File: src/sv/vt_pkg.sv
// Shared types, constants and widths for the vertex transform block.
`timescale 1ns / 1ps
package vt_pkg;

    // Fixed-point format of one vector or matrix element.
    localparam int DATA_WIDTH  = 32;
    localparam int FRAC_BITS   = 16;
    // Width of the payload fields on the ports.
    localparam int FIELD_WIDTH = 32;

    // Configuration register file.
    localparam int NUM_REGS    = 8;
    localparam int REG_WIDTH   = 64;
    localparam int IDX_WIDTH   = 3;
    localparam int HALF_WIDTH  = REG_WIDTH / 2;

    // Datapath widths.
    localparam int PROD_WIDTH  = 2 * DATA_WIDTH;
    localparam int SUM_WIDTH   = PROD_WIDTH + 2;
    localparam int NUM_WIDTH   = DATA_WIDTH + FRAC_BITS;

    // Queue between the front and back parts.
    localparam int FIFO_DEPTH  = 4;
    localparam int FIFO_AW     = 2;

    // Operation codes.
    localparam logic OP_HOMOG = 1'b0;
    localparam logic OP_POINT = 1'b1;

    typedef logic signed [DATA_WIDTH-1:0] t_elem;

    localparam t_elem ELEM_MAX = {1'b0, {(DATA_WIDTH-1){1'b1}}};
    localparam t_elem ELEM_MIN = {1'b1, {(DATA_WIDTH-1){1'b0}}};
    localparam t_elem ELEM_ONE = t_elem'(1) <<< FRAC_BITS;

    // Register reset values: identity matrix.
    localparam logic [REG_WIDTH-1:0] ONE_LO = REG_WIDTH'(ELEM_ONE);
    localparam logic [REG_WIDTH-1:0] ONE_HI = ONE_LO << HALF_WIDTH;
    localparam logic [REG_WIDTH-1:0] MAT_RESET [NUM_REGS] = '{
        ONE_LO, '0, ONE_HI, '0, '0, ONE_LO, '0, ONE_HI
    };

    typedef struct packed {
        logic                           op;
        logic signed [FIELD_WIDTH-1:0]  in_x;
        logic signed [FIELD_WIDTH-1:0]  in_y;
        logic signed [FIELD_WIDTH-1:0]  in_z;
        logic signed [FIELD_WIDTH-1:0]  in_w;
    } t_in;

    typedef struct packed {
        logic signed [FIELD_WIDTH-1:0]  out_x;
        logic signed [FIELD_WIDTH-1:0]  out_y;
        logic signed [FIELD_WIDTH-1:0]  out_z;
        logic signed [FIELD_WIDTH-1:0]  out_w;
        logic                           divide_by_zero;
        logic                           saturated;
    } t_out;

    // A classified vertex: element 3 is w, already forced to one for points.
    typedef struct packed {
        logic        point;
        t_elem [3:0] v;
    } t_job;

    // Matrix elements indexed [row][col].
    typedef t_elem [3:0][3:0] t_mat;

    // Queue status seen by both sides.
    typedef struct packed {
        logic full;
        logic empty;
    } t_q_stat;

endpackage

File: src/sv/vt_fifo.sv
// Short queue of classified vertices between the front and back parts.
`timescale 1ns / 1ps
module vt_fifo (
    input  logic            i_clk,
    input  logic            i_rst_n,
    input  logic            i_push,
    input  vt_pkg::t_job    i_job,
    input  logic            i_pop,
    output vt_pkg::t_job    o_job,
    output vt_pkg::t_q_stat o_stat
);

    vt_pkg::t_job               r_mem [vt_pkg::FIFO_DEPTH];
    logic [vt_pkg::FIFO_AW-1:0] r_wp;
    logic [vt_pkg::FIFO_AW-1:0] r_rp;
    logic [vt_pkg::FIFO_AW:0]   r_cnt;
    logic [vt_pkg::FIFO_AW:0]   n_cnt;

    assign o_stat.full  = (r_cnt == (vt_pkg::FIFO_AW+1)'(vt_pkg::FIFO_DEPTH));
    assign o_stat.empty = (r_cnt == '0);
    assign o_job        = r_mem[r_rp];

    // Occupancy follows push and pop.
    always_comb begin
        n_cnt = r_cnt;
        if (i_push && !i_pop) begin
            n_cnt = r_cnt + 1'b1;
        end else if (i_pop && !i_push) begin
            n_cnt = r_cnt - 1'b1;
        end
    end

    always_ff @(posedge i_clk) begin
        if (!i_rst_n) begin
            r_wp  <= '0;
            r_rp  <= '0;
            r_cnt <= '0;
        end else begin
            r_cnt <= n_cnt;
            if (i_push) begin
                r_wp <= r_wp + 1'b1;
            end
            if (i_pop) begin
                r_rp <= r_rp + 1'b1;
            end
        end
    end

    always_ff @(posedge i_clk) begin
        if (i_push) begin
            r_mem[r_wp] <= i_job;
        end
    end

endmodule

File: config.mk
export PLATFORM = sky130hd
export DESIGN_NAME = vt_fifo
export DESIGN_NICKNAME = d
export VERILOG_FILES = /design/src/sv/vt_pkg.sv /design/src/sv/vt_fifo.sv
export SDC_FILE = /design/constraint.sdc
export NUM_CORES = 1
export LEC_CHECK = 0
export ABC_AREA = 1
export BUFFER_PORTS_ARGS = -buffer_cell sky130_fd_sc_hd__clkbuf_2
export CAP_MARGIN = 20
export CORE_ASPECT_RATIO = 1.75
export CORE_MARGIN = 3
export CORE_UTILIZATION = 50
export CTS_BUF_LIST = sky130_fd_sc_hd__clkbuf_8 sky130_fd_sc_hd__clkbuf_16
export DETAILED_ROUTE_END_ITERATION = 8
export PLACE_DENSITY_LB_ADDON = 0.05
export SYNTH_ARGS = -nofsm -noshare
export SYNTH_HDL_FRONTEND = slang
export SYNTH_SLANG_ARGS = --single-unit
export TNS_END_PERCENT = 20
File: constraint.sdc
create_clock -name i_clk -period 10.3 [get_ports i_clk]
set_input_delay 0.515 -clock i_clk [delete_from_list [all_inputs] [get_ports i_clk]]
set_output_delay 0.515 -clock i_clk [all_outputs]
set_load 0.05 [all_outputs]
Yosys cells after proc, flatten, opt, wreduce, memory -nomap -nowiden:

Memories as Yosys holds them, arrays and structs flattened. A register that Yosys moved wholly into a read port is not among the register bits.
Cells that the tools add are included.
W data, S select, Z words.

* register bits: 7
* bits in writable memories: 516
* input port bits: 133
* output and inout bits: 131
* word-level logic and storage cells: 21
* memories: 1

Memory list
* r_mem: words 4, width 129, rd ports 1, clocked after memory_dff 1, wr ports 1, line vt_fifo.sv:13 `vt_pkg::t_job r_mem [vt_pkg::FIFO_DEPTH];`

* $add $sub $neg: 4
* equality and inequality tests: 1
* multiplexer cells: 6
* reduce and logical (&&, ||, !) cells: 6

Operators by type and width (count)
* $mux W3: 2
* $add A2 B1 Y2 const B: 2
* $mux W2: 2
* $add A3 B1 Y3 const B: 1
* $eq A3 B3 Y1 const B: 1
* $logic_not A3 Y1: 1
* $sub A3 B1 Y3 const B: 1
* $logic_and A1 B1 Y1: 2
* $logic_not A1 Y1: 2
* $mux W1: 2
* $reduce_bool A2 Y1: 1

Longest topological paths before layout:

* word-level depth: 4
* gate-level depth with buffers: 10
* gate-level depth less buffers: 10

Worst setup path after synthesis:

Ideal clock, no wire load.

* path kind: reg-to-reg
* start: register r_wp[0] (netlist bit)
* end: memory r_mem[2][0] (netlist bit), enable pin
* data arrival time: 3.073 ns
* required time: 9.818 ns
* setup slack: 6.745 ns
* cell stages (with the launch flop): 5
* path buffers: 0
* cells stage by stage: dfxtp_1 > inv_1 > ha_1 > nand2_1 > inv_1

RTL lines
* start: declaration: line vt_fifo.sv:14 `logic [vt_pkg::FIFO_AW-1:0] r_wp;`
* start signal: assignment: line vt_fifo.sv:41 `r_wp <= r_wp + 1'b1;`
* end: declaration: line vt_fifo.sv:13

No word-level cell before the write port.

==> flow_metrics.tcl <==
set metrics [dict create \
    hold_viol_final 0 \
    run_status "finished clean" \
    clk_latency_ns 0.56 \
    synth_seq_cells 525 \
    final_nets 1681 \
    cts_buffer_depth 3 \
    crit_path_end_kind "primary output" \
    wl_per_cell_um 21.1 \
    dr.pass1.iters 5 \
    clock-skew-final_ns 0.0259 \
    die_area_um2 41600 \
    place_ws_ns 6.49 \
    startpoint_type "flop" \
    drt_wl_total_um 43600 \
    std_cell_rows 95 \
    critical-path-top-delay-family "buffers and inverters" \
    cts_resized 0 \
    postCtsSetupRepairBufs 0 \
    grt_pass1_wl_um 64700 \
    track_usage 0.201 \
    synth_area_per_cell_um2 15.0 \
    ant_nets 0 \
    io_buffers 263 \
    final-setup-viol-count 0 \
    worst_slack_ns 5.98 \
    crit_chain "buf_16, inv_8, buf_4, o21ai_0, o22ai_1, clkbuf_2" \
    area_growth_pct 15.3 \
    gp_congestion 0.729 \
    max_freq_mhz 232 \
    power-per-cell-area_nw_per_um2 210 \
    ir_drop_uv 171 \
    synth-seq-area-share 0.802 \
    grt_pass1_vias 11600 \
    synth_cells 1305 \
    io_pins 264 \
    cts_max_level 2 \
    grt_overflow 0 \
    clk_pin_slew_ns 0.06 \
    cp_data_arrival_time_ns 3.80 \
    path_buf_inv 4 \
    layout_common_cells "edfxtp_1, nor2_1, clkbuf_2, o21ai_0, o22ai_1" \
    crit_path_top_delay_cell "buf_4" \
    clock-sinks 525 \
    maxSlewViolCount 0 \
    yosys_warnings 0 \
    slew_headroom 0.308 \
    drtIter0Drc 680 \
    dp_hpwl_um 22900 \
    start_util 0.508 \
    hp-class "in2reg" \
    final_common_cell "edfxtp_1" \
    viasPerCell 5.60 \
    ys_types 20 \
    max_stage_delay_ns 0.93 \
    core_area_um2 38500 \
    grt_max_degree 167 \
    die_w_um 155 \
    syn-num-nets 1444 \
    crit_fanout 166 \
    max_slew.worst_pin.slew_ns 1.04 \
    post-route-period-util 0.419 \
    synth_area_um2 19600 \
    cp.required_ns 9.79 \
    antenna_found_initial 8 \
    postCtsHoldBufs 0 \
    drive_gt1_frac 0.216 \
    path_class "reg2out" \
    fin_tns_setup_ns 0 \
    min_period_ns 4.32 \
    via_count 11600 \
    clockRootBuffer "clkbuf_16" \
    cts_made_buffers 46 \
    rsz0062_at_grt "no" \
    p_leak_nw 7.90 \
    maxCapViolations 0 \
    dieHeight_um 268 \
    drc 0 \
    cts_tree "yes" \
]
==> worst paths after layout <==
check	endpoint	slack (ns)	cells after the start	from
max	o_job[17]	5.98	6	flop
min	r_mem[1][6]$_DFFE_PP_	0.17	1	i_job[6]
max reg2reg	r_mem[2][59]$_DFFE_PP_	7.65	5	r_wp[0]$_SDFFE_PN0P_
min reg2reg	flop	0.43	1	r_rp[1]$_SDFFE_PN0P_
==> area by class of cell <==
type / instances / area [µm²]
diodes: 11 / 27.5
repair buffers: 273 / 1410
fillers: 3097 / 16000
clock inverters: 33 / 214
flip-flops and latches: 525 / 15700
inverters: 17 / 96.3
multi-input cells: 679 / 3270
clock buffers: 49 / 1230
well taps: 485 / 607
==> synth_stat cells <==
master	number	area, µm²
a21oi_1	4	20.0
nand4_1	1	6.26
fa_1	1	20.0
clkbuf_2	6	30.0
o21ai_0	170	851
dfxtp_1	9	180
inv_1	16	60.1
edfxtp_1	516	15500
nor3_1	2	10.0
clkbuf_1	33	124
o22ai_1	129	807
nor2_1	263	987
buf_6	17	191
buf_2	6	30.0
nand2_1	9	33.8
inv_4	1	6.26
nand3_1	1	5.00
ha_1	5	62.6
buf_4	22	165
o21ai_1	94	470
==> state kept, by name, indices dropped and copies added, names as in the netlist, named ones only <==
name	flops
r_wp	2
r_rp	2
r_cnt	3
r_mem	516
==> kinds of logic after synthesis <==
family | share of synthesized area
AOI/OAI and AO/OA | 0.110
adders and majority gates | 0.00422
buffers and inverters | 0.0310
and+or+nand+nor | 0.0533
DFF | 0.802
==> through the flow <==
step / util / power (W) / area (µm²) / hold WS [ns] / cells
finish: 0.585 / 0.00474 / 22500 / 0.170 / 2072
global route: 0.585 / 0.00491 / 22500 / 0.158 / 2067
CTS: 0.584 / 0.00479 / 22500 / 0.146 / 2060
detailed placement: 0.546 / 0.00315 / 21000 / 0.425 / 1978
global placement: 0.546 / 0.00314 / 21000 / 0.427 / 1978
floorplan: - / 0.00297 / 19600 / 0.412 / 1305
==> layer usage <==
| layer | global-route usage | share of wire | vias up |
|---|---|---|---|
| li1 | - | - | 5429 |
| met1 | 0.239 | 0.39 | 5767 |
| met2 | 0.351 | 0.52 | 323 |
| met3 | 0.0475 | 0.065 | 83 |
| met4 | 0.0819 | 0.031 | 2 |
| met5 | 0 | 0.00027 | - |
==> power by group <==
group | total [W] | leakage, nW | switching, W | internal [W]
clock network | 0.00164 | 0.751 | 0.000717 | 0.000928
registers | 0.00247 | 4.82 | 0.0000278 | 0.00244
logic | 0.000628 | 2.33 | 0.000500 | 0.000128
Note: power is estimated with default switching activity, not from simulation.
