### src/sv/vt_pkg.sv
// Shared types, constants and widths for the vertex transform block.
`timescale 1ns / 1ps
package vt_pkg;

    // Fixed-point format of one vector or matrix element.
    localparam int DATA_WIDTH  = 32;
    localparam int FRAC_BITS   = 16;
    // Width of the payload fields on the ports.
    localparam int FIELD_WIDTH = 32;

    // Configuration register file.
    localparam int NUM_REGS    = 8;
    localparam int REG_WIDTH   = 64;
    localparam int IDX_WIDTH   = 3;
    localparam int HALF_WIDTH  = REG_WIDTH / 2;

    // Datapath widths.
    localparam int PROD_WIDTH  = 2 * DATA_WIDTH;
    localparam int SUM_WIDTH   = PROD_WIDTH + 2;
    localparam int NUM_WIDTH   = DATA_WIDTH + FRAC_BITS;

    // Queue between the front and back parts.
    localparam int FIFO_DEPTH  = 4;
    localparam int FIFO_AW     = 2;

    // Operation codes.
    localparam logic OP_HOMOG = 1'b0;
    localparam logic OP_POINT = 1'b1;

    typedef logic signed [DATA_WIDTH-1:0] t_elem;

    localparam t_elem ELEM_MAX = {1'b0, {(DATA_WIDTH-1){1'b1}}};
    localparam t_elem ELEM_MIN = {1'b1, {(DATA_WIDTH-1){1'b0}}};
    localparam t_elem ELEM_ONE = t_elem'(1) <<< FRAC_BITS;

    // Register reset values: identity matrix.
    localparam logic [REG_WIDTH-1:0] ONE_LO = REG_WIDTH'(ELEM_ONE);
    localparam logic [REG_WIDTH-1:0] ONE_HI = ONE_LO << HALF_WIDTH;
    localparam logic [REG_WIDTH-1:0] MAT_RESET [NUM_REGS] = '{
        ONE_LO, '0, ONE_HI, '0, '0, ONE_LO, '0, ONE_HI
    };

    typedef struct packed {
        logic                           op;
        logic signed [FIELD_WIDTH-1:0]  in_x;
        logic signed [FIELD_WIDTH-1:0]  in_y;
        logic signed [FIELD_WIDTH-1:0]  in_z;
        logic signed [FIELD_WIDTH-1:0]  in_w;
    } t_in;

    typedef struct packed {
        logic signed [FIELD_WIDTH-1:0]  out_x;
        logic signed [FIELD_WIDTH-1:0]  out_y;
        logic signed [FIELD_WIDTH-1:0]  out_z;
        logic signed [FIELD_WIDTH-1:0]  out_w;
        logic                           divide_by_zero;
        logic                           saturated;
    } t_out;

    // A classified vertex: element 3 is w, already forced to one for points.
    typedef struct packed {
        logic        point;
        t_elem [3:0] v;
    } t_job;

    // Matrix elements indexed [row][col].
    typedef t_elem [3:0][3:0] t_mat;

    // Queue status seen by both sides.
    typedef struct packed {
        logic full;
        logic empty;
    } t_q_stat;

endpackage

### src/sv/vt_front.sv
// Front part: accepts input beats, classifies them and pushes them to the queue.
`timescale 1ns / 1ps
module vt_front (
    input  logic            i_clk,
    input  logic            i_rst_n,
    input  logic            i_valid,
    output logic            o_stall,
    input  vt_pkg::t_in     i_in,
    input  vt_pkg::t_q_stat i_q,
    output logic            o_push,
    output vt_pkg::t_job    o_job
);

    logic         r_valid;
    logic         n_valid;
    vt_pkg::t_job r_job;
    vt_pkg::t_job n_job;
    logic         accept;

    assign o_stall = r_valid && i_q.full;
    assign o_push  = r_valid && !i_q.full;
    assign accept  = i_valid && !o_stall;
    assign o_job   = r_job;

    // Classify: a point takes w as exactly one.
    always_comb begin
        n_job.point = (i_in.op == vt_pkg::OP_POINT);
        n_job.v[0]  = vt_pkg::t_elem'(i_in.in_x[vt_pkg::DATA_WIDTH-1:0]);
        n_job.v[1]  = vt_pkg::t_elem'(i_in.in_y[vt_pkg::DATA_WIDTH-1:0]);
        n_job.v[2]  = vt_pkg::t_elem'(i_in.in_z[vt_pkg::DATA_WIDTH-1:0]);
        n_job.v[3]  = n_job.point ? vt_pkg::ELEM_ONE
                                  : vt_pkg::t_elem'(i_in.in_w[vt_pkg::DATA_WIDTH-1:0]);
    end

    // Holding register is refilled on accept and emptied on push.
    always_comb begin
        n_valid = r_valid;
        if (accept) begin
            n_valid = 1'b1;
        end else if (o_push) begin
            n_valid = 1'b0;
        end
    end

    always_ff @(posedge i_clk) begin
        if (!i_rst_n) begin
            r_valid <= 1'b0;
        end else begin
            r_valid <= n_valid;
        end
    end

    always_ff @(posedge i_clk) begin
        if (accept) begin
            r_job <= n_job;
        end
    end

endmodule

### config.mk
export PLATFORM = sky130hd
export DESIGN_NAME = vt_front
export DESIGN_NICKNAME = d
export VERILOG_FILES = /design/src/sv/vt_pkg.sv /design/src/sv/vt_front.sv
export SDC_FILE = /design/constraint.sdc
export NUM_CORES = 1
export LEC_CHECK = 0
export ABC_AREA = 1
export BUFFER_PORTS_ARGS = -buffer_cell sky130_fd_sc_hd__buf_2
export CORE_AREA = 2 2 103 105
export DETAILED_ROUTE_END_ITERATION = 8
export DIE_AREA = 0 0 105 107
export GPL_ROUTABILITY_DRIVEN = 1
export PLACE_DENSITY = 0.84
export REMOVE_ABC_BUFFERS = 1
export SYNTH_ARGS = -nofsm -noshare
export SYNTH_HDL_FRONTEND = slang
export SYNTH_SLANG_ARGS = --single-unit
### constraint.sdc
create_clock -name i_clk -period 11.8 [get_ports i_clk]
set_clock_uncertainty 0.05 [all_clocks]
set_input_delay 2.36 -clock i_clk [delete_from_list [all_inputs] [get_ports i_clk]]
set_output_delay 2.36 -clock i_clk [all_outputs]
set_load 0.01 [all_outputs]
-- Word level (Yosys, flattened, before mapping)
Cells that the tools add are included.
- register bits: 130
- bits of input ports: 134
- output and inout port bits: 131
- word-level logic and storage cells: 14
- muxes and demuxes: 2
- reductions and logical operators: 6
- operator list (kind ; count):
    1-bit logical AND ; 3
    1-bit zero test ; 2
    1-bit two-way mux ; 2
    2-bit nonzero test ; 1

-- Depth between registers and ports, before layout
Gate-level depths: netlist of the first run.
- depth in word-level cells: 4
- depth in mapped cells: 3
- gate-level depth less buffers: 3

-- Worst setup path before layout of the first run
Ideal clock, no wire load.
- kind: input-to-reg
- start point: input port i_q[1] (netlist bit)
- end point: register r_job, in the netlist o_job[0], enable pin
- library setup time: 0.618 ns
- arrival time: 7.873 ns
- required time: 11.132 ns
- path slack: 3.259 ns
- stages: 3
- path buffers: 0
- cells stage by stage: nand2_1 > inv_1 > nor2_1
- cells in the longest elaborated chain, start to end: 3
- RTL lines (item ; RTL line ; RTL):
    start, declared ; vt_front.sv:9 ; input vt_pkg::t_q_stat i_q,
    1-bit logical AND ; vt_front.sv:20 ; assign o_stall = r_valid && i_q.full;
    named net o_stall ; vt_front.sv:7 ; output logic o_stall,
    1-bit zero test ; vt_front.sv:22 ; assign accept = i_valid && !o_stall;
    1-bit logical AND ; vt_front.sv:22 ;
    named net accept ; vt_front.sv:18 ; logic accept;
    end signal, assigned ; vt_front.sv:55 ; r_job <= n_job;
    end, declared ; vt_front.sv:16 ; vt_pkg::t_job r_job;
The timed path passes the listed nets, and every way through them passes these cells.
A chain may end at the register's enable or synchronous reset.

-- Final worst setup path of the first run
- start point: input port i_q[1] (netlist bit)
- end point: output port o_stall
- cells in the longest elaborated chain, start to end: 1
- RTL lines (item ; RTL line):
    1-bit logical AND ; vt_front.sv:20
    end, declared ; vt_front.sv:7
No other way between the ends.

==> results.py, run 1 <==
metrics = {
    "power": {
        "p_sw_share_pct": 21.1,
        "p_int_mw": 0.872,
        "p_per_area_nw_per_um2": 178,
        "leakage_nw": 2.83,
        "clkPwrFrac_pct": 43.0,
        "comb_power_share_pct": 7.4,
        "pwr-share-seq_pct": 49.6,
        "irDropWorstVdd_v": 0.000102,
        "power_mw": 1.11,
        "switching_power_mw": 0.233,
    },
    "floorplanning": {
        "die_width_um": 105,
        "start_util_pct": 41.6,
        "ioPinCount": 265,
        "die_h_um": 107,
        "dieArea_um2": 11200,
        "fp.coreArea_um2": 10100,
        "rows": 37,
    },
    "worst_setup_path": {
        "path_max_fanout": 2,
        "crit_path_start_kind": "input port",
        "crit_buf_inv": 3,
        "path_depth": 4,
        "crit_path_end_kind": "primary output",
        "path_common_cell": "buf_2",
        "cp_top_family": "buffers and inverters",
        "crit_type": "input port to primary output",
        "cpPeakStageDelay_ns": 0.14,
        "arrival_ns": 2.76,
        "crit_required_ns": 9.39,
        "crit_chain": "buf_2, nand2_1, inv_1, buf_2",
        "ff2ff_path_depth": 5,
        "crit_slowest_cell": "buf_2",
    },
    "cells_and_area": {
        "ff_latch_area_um2": 3890,
        "final_cell_mix": "263 x buf_2, 129 x edfxtp_1, 35 x inv_1",
        "antennaDiodeCount": 0,
        "drive_gt1_share_pct": 58.8,
        "area_growth_pct": 48.0,
        "multi_input_area_um2": 146,
        "fill_cells": 795,
        "nets": 619,
        "final_common_cell": "buf_2",
    },
    "run": {
        "cap_violations": 0,
    },
    "placed_design": {
        "numPortBuffers": 263,
        "gp_congestion": 0.741,
        "dp_hpwl_mm": 7.45,
    },
    "logic_synthesis": {
        "synth_warnings": 0,
        "ys_seq_area_share_pct": 92.8,
        "yosysUniqueCellTypes": 8,
        "avgSynthCellArea_um2": 20.6,
        "ys_ff_latch": 130,
        "synthesis.area_um2": 4200,
        "synthCells": 204,
    },
    "drt": {
        "drtIter0Drc": 116,
        "postRouteAntennaNets": 0,
        "drt-total-wl_mm": 10.0,
        "vias": 2774,
        "wire_per_inst_um": 15.8,
        "drc": 0,
        "first_pass_iters": 4,
        "avgViaCountPerCell": 4.38,
    },
    "sta": {
        "hold-worst-slack_ns": 0.439,
        "max-slew-margin-rel_pct": 40.9,
        "post-route-period-util_pct": 43.8,
        "maxSlewViolCount": 0,
        "hold_viol_final": 0,
        "worst_slew_pin_slew_ns": 0.886,
        "fin_crit_ns": 5.17,
        "setup-violations-final": 0,
        "finalSetupTns_ns": 0,
        "fmax_mhz": 193,
        "rsz0062_at_grt": "false",
    },
    "grt": {
        "grt_pass1_vias": 2854,
        "grt_pass1_wl_mm": 14.5,
        "grt_antenna_before_repair": 0,
        "grt_max_degree": 70,
        "grt_use_total_pct": 17.7,
        "overflow": 0,
    },
    "clock_network": {
        "cts_root_buf": "clkbuf_8",
        "cts_buffers": 17,
        "clock-sinks": 130,
        "ctsHoldBuffers": 0,
        "clk_pin_slew_worst_paths_ns": 0.05,
        "cts_tree": "yes",
        "ctsLongestPathBuffers": 2,
        "htree_levels": 4,
        "post-cts-setup-buffers": 0,
        "clk_latency_ns": 0.50,
        "cts_resized": 0,
    },
    "min_path": {
        "hp-class": "flop to flop",
        "min_path_cells": 2,
    },
    "status": {
        "status": "finished, final reports clean",
    },
}
layout make-up:
| cell class | instances | area share (%) |
|---|---|---|
| multi-input combinational | 36 | 2.36 |
| sequential | 130 | 62.7 |
| timing repair buffer | 265 | 21.4 |
| clock inverter | 12 | 1.89 |
| tap | 136 | 2.74 |
| clock buffer | 19 | 6.79 |
| inverter | 35 | 2.11 |
stage by stage:
step                worst slack [ns]  cell area [um2]  cells  util (%)
floorplan                       3.26             4160    201         -
global placement                6.63             5670    602      56.2
detailed placement              6.63             5670    602      56.2
CTS                             6.63             6210    633      61.6
global route                    6.60             6210    633      61.6
finish                          6.63             6210    633      61.6
path summary, 6_finish.rpt:
kind / to / startpoint / slack [ns]
worst max-delay path: o_stall / i_q[1] / 6.63
worst min-delay path: r_valid / r_valid / 0.44
worst max register to register: o_job[19] / r_valid / 9.36
worst min register to register: r_valid / r_valid / 0.44
Yosys cell counts:
cell | instances | area (um2)
a21oi_1 | 1 | 5.00
buf_6 | 3 | 33.8
dfxtp_1 | 1 | 20.0
edfxtp_1 | 129 | 3870
inv_1 | 35 | 131
nand2_1 | 1 | 3.75
nor2_1 | 33 | 124
or2_1 | 1 | 6.26
flip-flops by register name (all words and copies together) (netlist names):
signal	count
r_valid	1
o_job	129
tightest hold or removal path, delay by kind of cell (launching register included):
kind | cells | cell delay [ns]
DFF | 1 | 0.31
and+or+nand+nor | 1 | 0.08
AOI/OAI and AO/OA | 1 | 0.06
per-layer routing:
| layer | routed length [um] | global-route usage (%) |
|---|---|---|
| met1 | 3820 | 20.4 |
| met2 | 4990 | 28.5 |
| met3 | 1080 | 8.63 |
| met4 | 128 | 7.14 |
| met5 | 0 | 0 |
power groups by stage:
stage / registers, mW / logic [mW] / clock network, mW
finish: 0.549 / 0.0818 / 0.475
global route: 0.551 / 0.0886 / 0.505
CTS: 0.549 / 0.0830 / 0.486
detailed placement: 0.558 / 0.0827 / 0
global placement: 0.557 / 0.0803 / 0
floorplan: 0.578 / 0.0128 / 0
kinds of logic (layout without fill, tap and decap cells):
| logic type | Yosys count | count (layout) | share of synthesized area [%] |
|---|---|---|---|
| DFF | 130 | 130 | 92.8 |
| and+or+nand+nor | 35 | 35 | 3.19 |
| AOI/OAI and AO/OA | 1 | 1 | 0.119 |
| buffers and inverters | 38 | 331 | 3.93 |
No activity file was read; power rests on OpenSTA's default activity.
==> run 2: changes to the inputs <==
--- a/config.mk
+++ b/config.mk
@@ -7,11 +7,11 @@
 export LEC_CHECK = 0
 export ABC_AREA = 1
 export BUFFER_PORTS_ARGS = -buffer_cell sky130_fd_sc_hd__buf_2
-export CORE_AREA = 2 2 103 105
+export CORE_MARGIN = 2
+export CORE_UTILIZATION = 42
 export DETAILED_ROUTE_END_ITERATION = 8
-export DIE_AREA = 0 0 105 107
 export GPL_ROUTABILITY_DRIVEN = 1
-export PLACE_DENSITY = 0.84
+export PLACE_DENSITY = 0.85
 export REMOVE_ABC_BUFFERS = 1
 export SYNTH_ARGS = -nofsm -noshare
 export SYNTH_HDL_FRONTEND = slang
==> constraint.sdc (replaced) <==
create_clock -name i_clk -period 5.3 [get_ports i_clk]
set_clock_uncertainty 0.05 [all_clocks]
set_input_delay 1.06 -clock i_clk [delete_from_list [all_inputs] [get_ports i_clk]]
set_output_delay 1.06 -clock i_clk [all_outputs]
set_load 0.01 [all_outputs]
==> run 2 against run 1 <==
Effect of this change: sequential share of layout area is 0.48 points lower; count of clock-buffer cells in the layout up 2; highest routed layer is now met5; first-iteration DRC count up 14%; combinational power rose by 120%; critical path depth unchanged; final cell count fell by 0.32%; critical path type unchanged; largest power group unchanged.
==> results.py, run 2 (same netlist as run 1, synthesis figures left out) <==
metrics = {
    "status": {
        "status": "finished, final reports clean",
    },
    "worst_setup_path": {
        "path_max_fanout": 2,
        "cpPeakStageDelay_ns": 0.15,
        "crit_type": "input port to primary output",
        "reg2reg_slack_ns": 3.58,
        "crit_buf_inv": 3,
        "crit_start": "i_q[1]",
        "arrival_ns": 1.46,
        "crit_required_ns": 4.19,
        "crit_path_end_kind": "primary output",
        "cp_top_family": "buffers and inverters",
        "crit_slowest_cell": "buf_2",
        "r2r_end": "o_job[57]",
        "crit_chain": "buf_2, nand2_1, inv_1, buf_2",
        "path_common_cell": "buf_2",
        "ff2ff_path_depth": 4,
        "r2r_start": "r_valid",
        "crit_path_start_kind": "input port",
    },
    "cells_and_area": {
        "final_common_cell": "buf_2",
        "finalNonFillerCells": 631,
        "area_growth_pct": 49.1,
        "nets": 619,
        "antennaDiodeCount": 0,
        "largest_reg_flops": 129,
        "final_cell_mix": "263 x buf_2, 129 x edfxtp_1, 35 x inv_1",
        "fin_area_um2": 6260,
        "drive_gt1_share_pct": 58.8,
    },
    "sta": {
        "worst_slew_pin_slew_ns": 0.887,
        "fin_crit_ns": 2.57,
        "setup-violations-final": 0,
        "hold_viol_final": 0,
        "max-slew-margin-rel_pct": 40.9,
        "post-route-period-util_pct": 48.6,
        "maxSlewViolCount": 0,
        "rsz0062_at_grt": "false",
        "fmax_mhz": 389,
    },
    "clock_network": {
        "post-cts-setup-buffers": 0,
        "clk_latency_ns": 0.50,
        "clock-sinks": 130,
        "clk_pin_slew_worst_paths_ns": 0.05,
        "cts_root_buf": "clkbuf_8",
        "htree_levels": 4,
        "ctsLongestPathBuffers": 2,
        "cts_resized": 0,
        "cts_buffers": 17,
        "cts_tree": "yes",
        "ctsHoldBuffers": 0,
    },
    "floorplanning": {
        "ioPinCount": 265,
        "start_util_pct": 43.1,
        "rows": 36,
        "die_width_um": 104,
        "die_h_um": 104,
        "dieArea_um2": 10800,
        "fp.coreArea_um2": 9730,
    },
    "placed_design": {
        "postPlaceCellArea_um2": 5670,
        "numPortBuffers": 263,
        "gp_congestion": 0.766,
        "dp_hpwl_mm": 7.07,
        "placed_cells": 599,
    },
    "drt": {
        "first_pass_iters": 6,
        "drc": 0,
        "vias": 2734,
        "drtIter0Drc": 132,
        "wire_per_inst_um": 15.2,
        "postRouteAntennaNets": 0,
        "avgViaCountPerCell": 4.33,
        "drt-total-wl_mm": 9.62,
    },
    "grt": {
        "grt_pass1_vias": 2817,
        "grt_use_total_pct": 17.5,
        "overflow": 0,
        "grt_max_degree": 72,
        "grt_antenna_before_repair": 1,
        "grt_pass1_wl_mm": 14.1,
    },
    "power": {
        "irDropWorstVdd_v": 0.000236,
        "leakage_nw": 2.87,
        "p_per_area_nw_per_um2": 408,
    },
    "min_path": {
        "hp-class": "flop to flop",
        "hp-start": "r_valid",
        "min_path_cells": 2,
        "holdPathEnd": "r_valid",
    },
    "run": {
        "cap_violations": 0,
    },
}
## run 2: changes by cell type in the layout (fill, tap and decap cells not counted), sizes merged
| cell | change |
|---|---|
| bufinv | +2 |
| clkbuf | +2 |
| clkinvlp | -3 |
## run 2: routing by layer
layer	up-vias	wire length (um)	global-route usage, %
li1	1281	-	-
met1	1257	3560	18.5
met2	177	4890	29.8
met3	17	997	8.08
met4	2	167	7.82
met5	-	10	0
## run 2: cell type report
type	instances	area, um2
inverters	35	131
multi-input cells	36	146
clock buffers	21	429
flip-flops and latches	130	3890
fillers	734	3470
well taps	133	166
repair buffers	265	1330
clock inverters	11	161
## run 2: worst max-delay path by stage
stage                     cells past startpoint  endpoint  slack [ns]
after floorplan                               3  o_job[0]       -1.94
after global placement                        4   o_stall        2.73
after detailed placement                      4   o_stall        2.72
after CTS                                     4   o_stall        2.72
after global routing                          4   o_stall        2.69
final                                         4   o_stall        2.73
## run 2: report_power, final
group | internal, mW | switching, mW | total, mW
clock | 0.760 | 0.394 | 1.15
combinational | 0.0780 | 0.104 | 0.182
sequential | 1.21 | 0.0144 | 1.22
total | 2.04 | 0.512 | 2.56
## run 2: worst register-to-register path, stage by stage, from the launching register on
cell     delay, ns
dfxtp_1       0.31
nand2_1       0.08
inv_1         0.07
nor2_4        0.09
buf_4         0.67
## run 2: per-stage QoR
stage | total power, mW | setup TNS, ns | util (%) | worst slack (ns) | hold WS, ns
2_1_floorplan | 1.31 | -250.42 | - | -1.94 | 0.399
3_3_place_gp | 1.42 | 0 | 58.3 | 2.73 | 0.416
3_5_place_dp | 1.42 | 0 | 58.3 | 2.72 | 0.442
4_1_cts | 2.58 | 0 | 64.3 | 2.72 | 0.451
5_1_grt | 2.64 | 0 | 64.3 | 2.69 | 0.475
6_report | 2.56 | 0 | 64.3 | 2.73 | 0.450
==> run 3: changes to the inputs <==
==> constraint.sdc (replaced) <==
create_clock -name i_clk -period 2.55 [get_ports i_clk]
set_clock_uncertainty 0.05 [all_clocks]
set_input_delay 0.51 -clock i_clk [delete_from_list [all_inputs] [get_ports i_clk]]
set_output_delay 0.51 -clock i_clk [all_outputs]
set_load 0.01 [all_outputs]
==> run 3 against run 2 <==
Effect of this change: wire length rose by 4.1%; worst setup slack worse by 1.9 ns; die area stayed put; clock power grew 110%; sequential share of layout area is 0.38 points lower; flip-flop and latch count unchanged; critical path depth shrank 1; final cell count stayed put; largest cell class unchanged; via count increased by 1.1%.
==> results.py, run 3 (same netlist as run 1, synthesis figures left out) <==
metrics = {
    "clock_network": {
        "cts_tree": "yes",
        "ctsHoldBuffers": 0,
        "clock-sinks": 130,
        "clk_latency_ns": 0.52,
        "cts_resized": 0,
        "ctsLongestPathBuffers": 2,
        "htree_levels": 4,
        "cts_buffers": 17,
        "cts_root_buf": "clkbuf_8",
        "clk_pin_slew_worst_paths_ns": 0.06,
        "post-cts-setup-buffers": 0,
    },
    "sta": {
        "worst_slew_pin_slew_ns": 0.554,
        "post-route-period-util_pct": 68.5,
        "hold-worst-slack_ns": 0.114,
        "rsz0062_at_grt": "false",
        "fin_crit_ns": 1.75,
        "max-slew-margin-rel_pct": 63.1,
        "setup-violations-final": 0,
        "maxSlewViolCount": 0,
        "hold_viol_final": 0,
        "fmax_mhz": 573,
    },
    "floorplanning": {
        "dieArea_um2": 10800,
        "ioPinCount": 265,
        "rows": 36,
        "fp.coreArea_um2": 9730,
        "die_h_um": 104,
        "start_util_pct": 43.1,
        "die_width_um": 104,
    },
    "worst_setup_path": {
        "crit_path_end_kind": "primary output",
        "arrival_ns": 1.19,
        "cpPeakStageDelay_ns": 0.32,
        "crit_type": "flop to primary output",
        "crit_required_ns": 1.99,
        "crit_chain": "nand2_1, inv_1, buf_2",
        "path_max_fanout": 2,
        "crit_path_start_kind": "flop",
        "ff2ff_path_depth": 4,
        "crit_slowest_cell": "dfxtp_1",
    },
    "cells_and_area": {
        "antennaDiodeCount": 0,
        "final_common_cell": "buf_2",
        "area_growth_pct": 50.0,
        "final_util_pct": 64.7,
        "finalNonFillerCells": 631,
        "nets": 619,
        "drive_gt1_share_pct": 59.4,
        "fill_cells": 730,
        "final_cell_mix": "263 x buf_2, 129 x edfxtp_1, 35 x inv_1",
        "largest_reg_flops": 129,
    },
    "power": {
        "irDropWorstVdd_v": 0.000689,
        "leakage_nw": 2.87,
        "p_per_area_nw_per_um2": 852,
    },
    "drt": {
        "avgViaCountPerCell": 4.38,
        "postRouteAntennaNets": 0,
        "drt-total-wl_mm": 10.0,
        "drtIter0Drc": 115,
        "vias": 2764,
        "drc": 0,
        "first_pass_iters": 4,
        "wire_per_inst_um": 15.9,
    },
    "grt": {
        "grt_pass1_vias": 2980,
        "grt_pass1_wl_mm": 15.3,
        "overflow": 0,
        "grt_antenna_before_repair": 1,
        "grt_use_total_pct": 19.3,
        "grt_max_degree": 71,
    },
    "min_path": {
        "min_path_cells": 1,
        "hp-class": "input port to flop",
    },
    "placed_design": {
        "gp_congestion": 0.751,
        "dp_hpwl_mm": 7.24,
        "placed_cells": 599,
        "numPortBuffers": 263,
    },
    "run": {
        "cap_violations": 0,
    },
    "status": {
        "status": "finished, final reports clean",
    },
}
[run 3: critical path: cells and delay by family, from the launching register on]
family                 cells  cell delay [ns]
DFF                        1             0.32
buffers and inverters      2             0.27
and+or+nand+nor            1             0.08
[run 3: metal layers]
metal	track usage (%)	share of wire (%)	up-vias
met3	10.2	12	23
met2	33.1	53	177
li1	-	-	1278
met5	0	0.13	-
met4	9.75	2.2	2
met1	18.8	34	1284
[run 3: power by group]
group	internal, mW	switching (mW)
clock network	1.58	0.869
registers	2.50	0.0323
logic	0.168	0.216
[run 3: final timing paths]
kind	from	to	slack [ns]
hold / removal	i_in[116]	o_job[20]	0.11
hold reg to reg	r_valid	r_valid	0.45
setup / recovery	r_valid	o_stall	0.80
setup reg to reg	r_valid	o_job[63]	1.17
[run 3: cell type report]
class / instances / area (um2) / area share [%]
flip-flops and latches: 130 / 3890 / 61.8
multi-input cells: 36 / 146 / 2.32
clock inverters: 15 / 190 / 3.02
well taps: 133 / 166 / 2.64
repair buffers: 265 / 1360 / 21.5
clock buffers: 17 / 414 / 6.58
inverters: 35 / 131 / 2.09
[run 3: per-stage QoR]
| step | cell area [um2] | power [mW] | worst slack, ns | TNS [ns] |
|---|---|---|---|---|
| after floorplan | 4160 | 2.73 | -4.14 | -534.22 |
| after global placement | 5690 | 2.95 | 0.899 | 0 |
| after detailed placement | 5690 | 2.97 | 0.838 | 0 |
| after CTS | 6300 | 5.42 | 0.758 | 0 |
| after global routing | 6300 | 5.56 | 0.695 | 0 |
| final | 6300 | 5.37 | 0.804 | 0 |
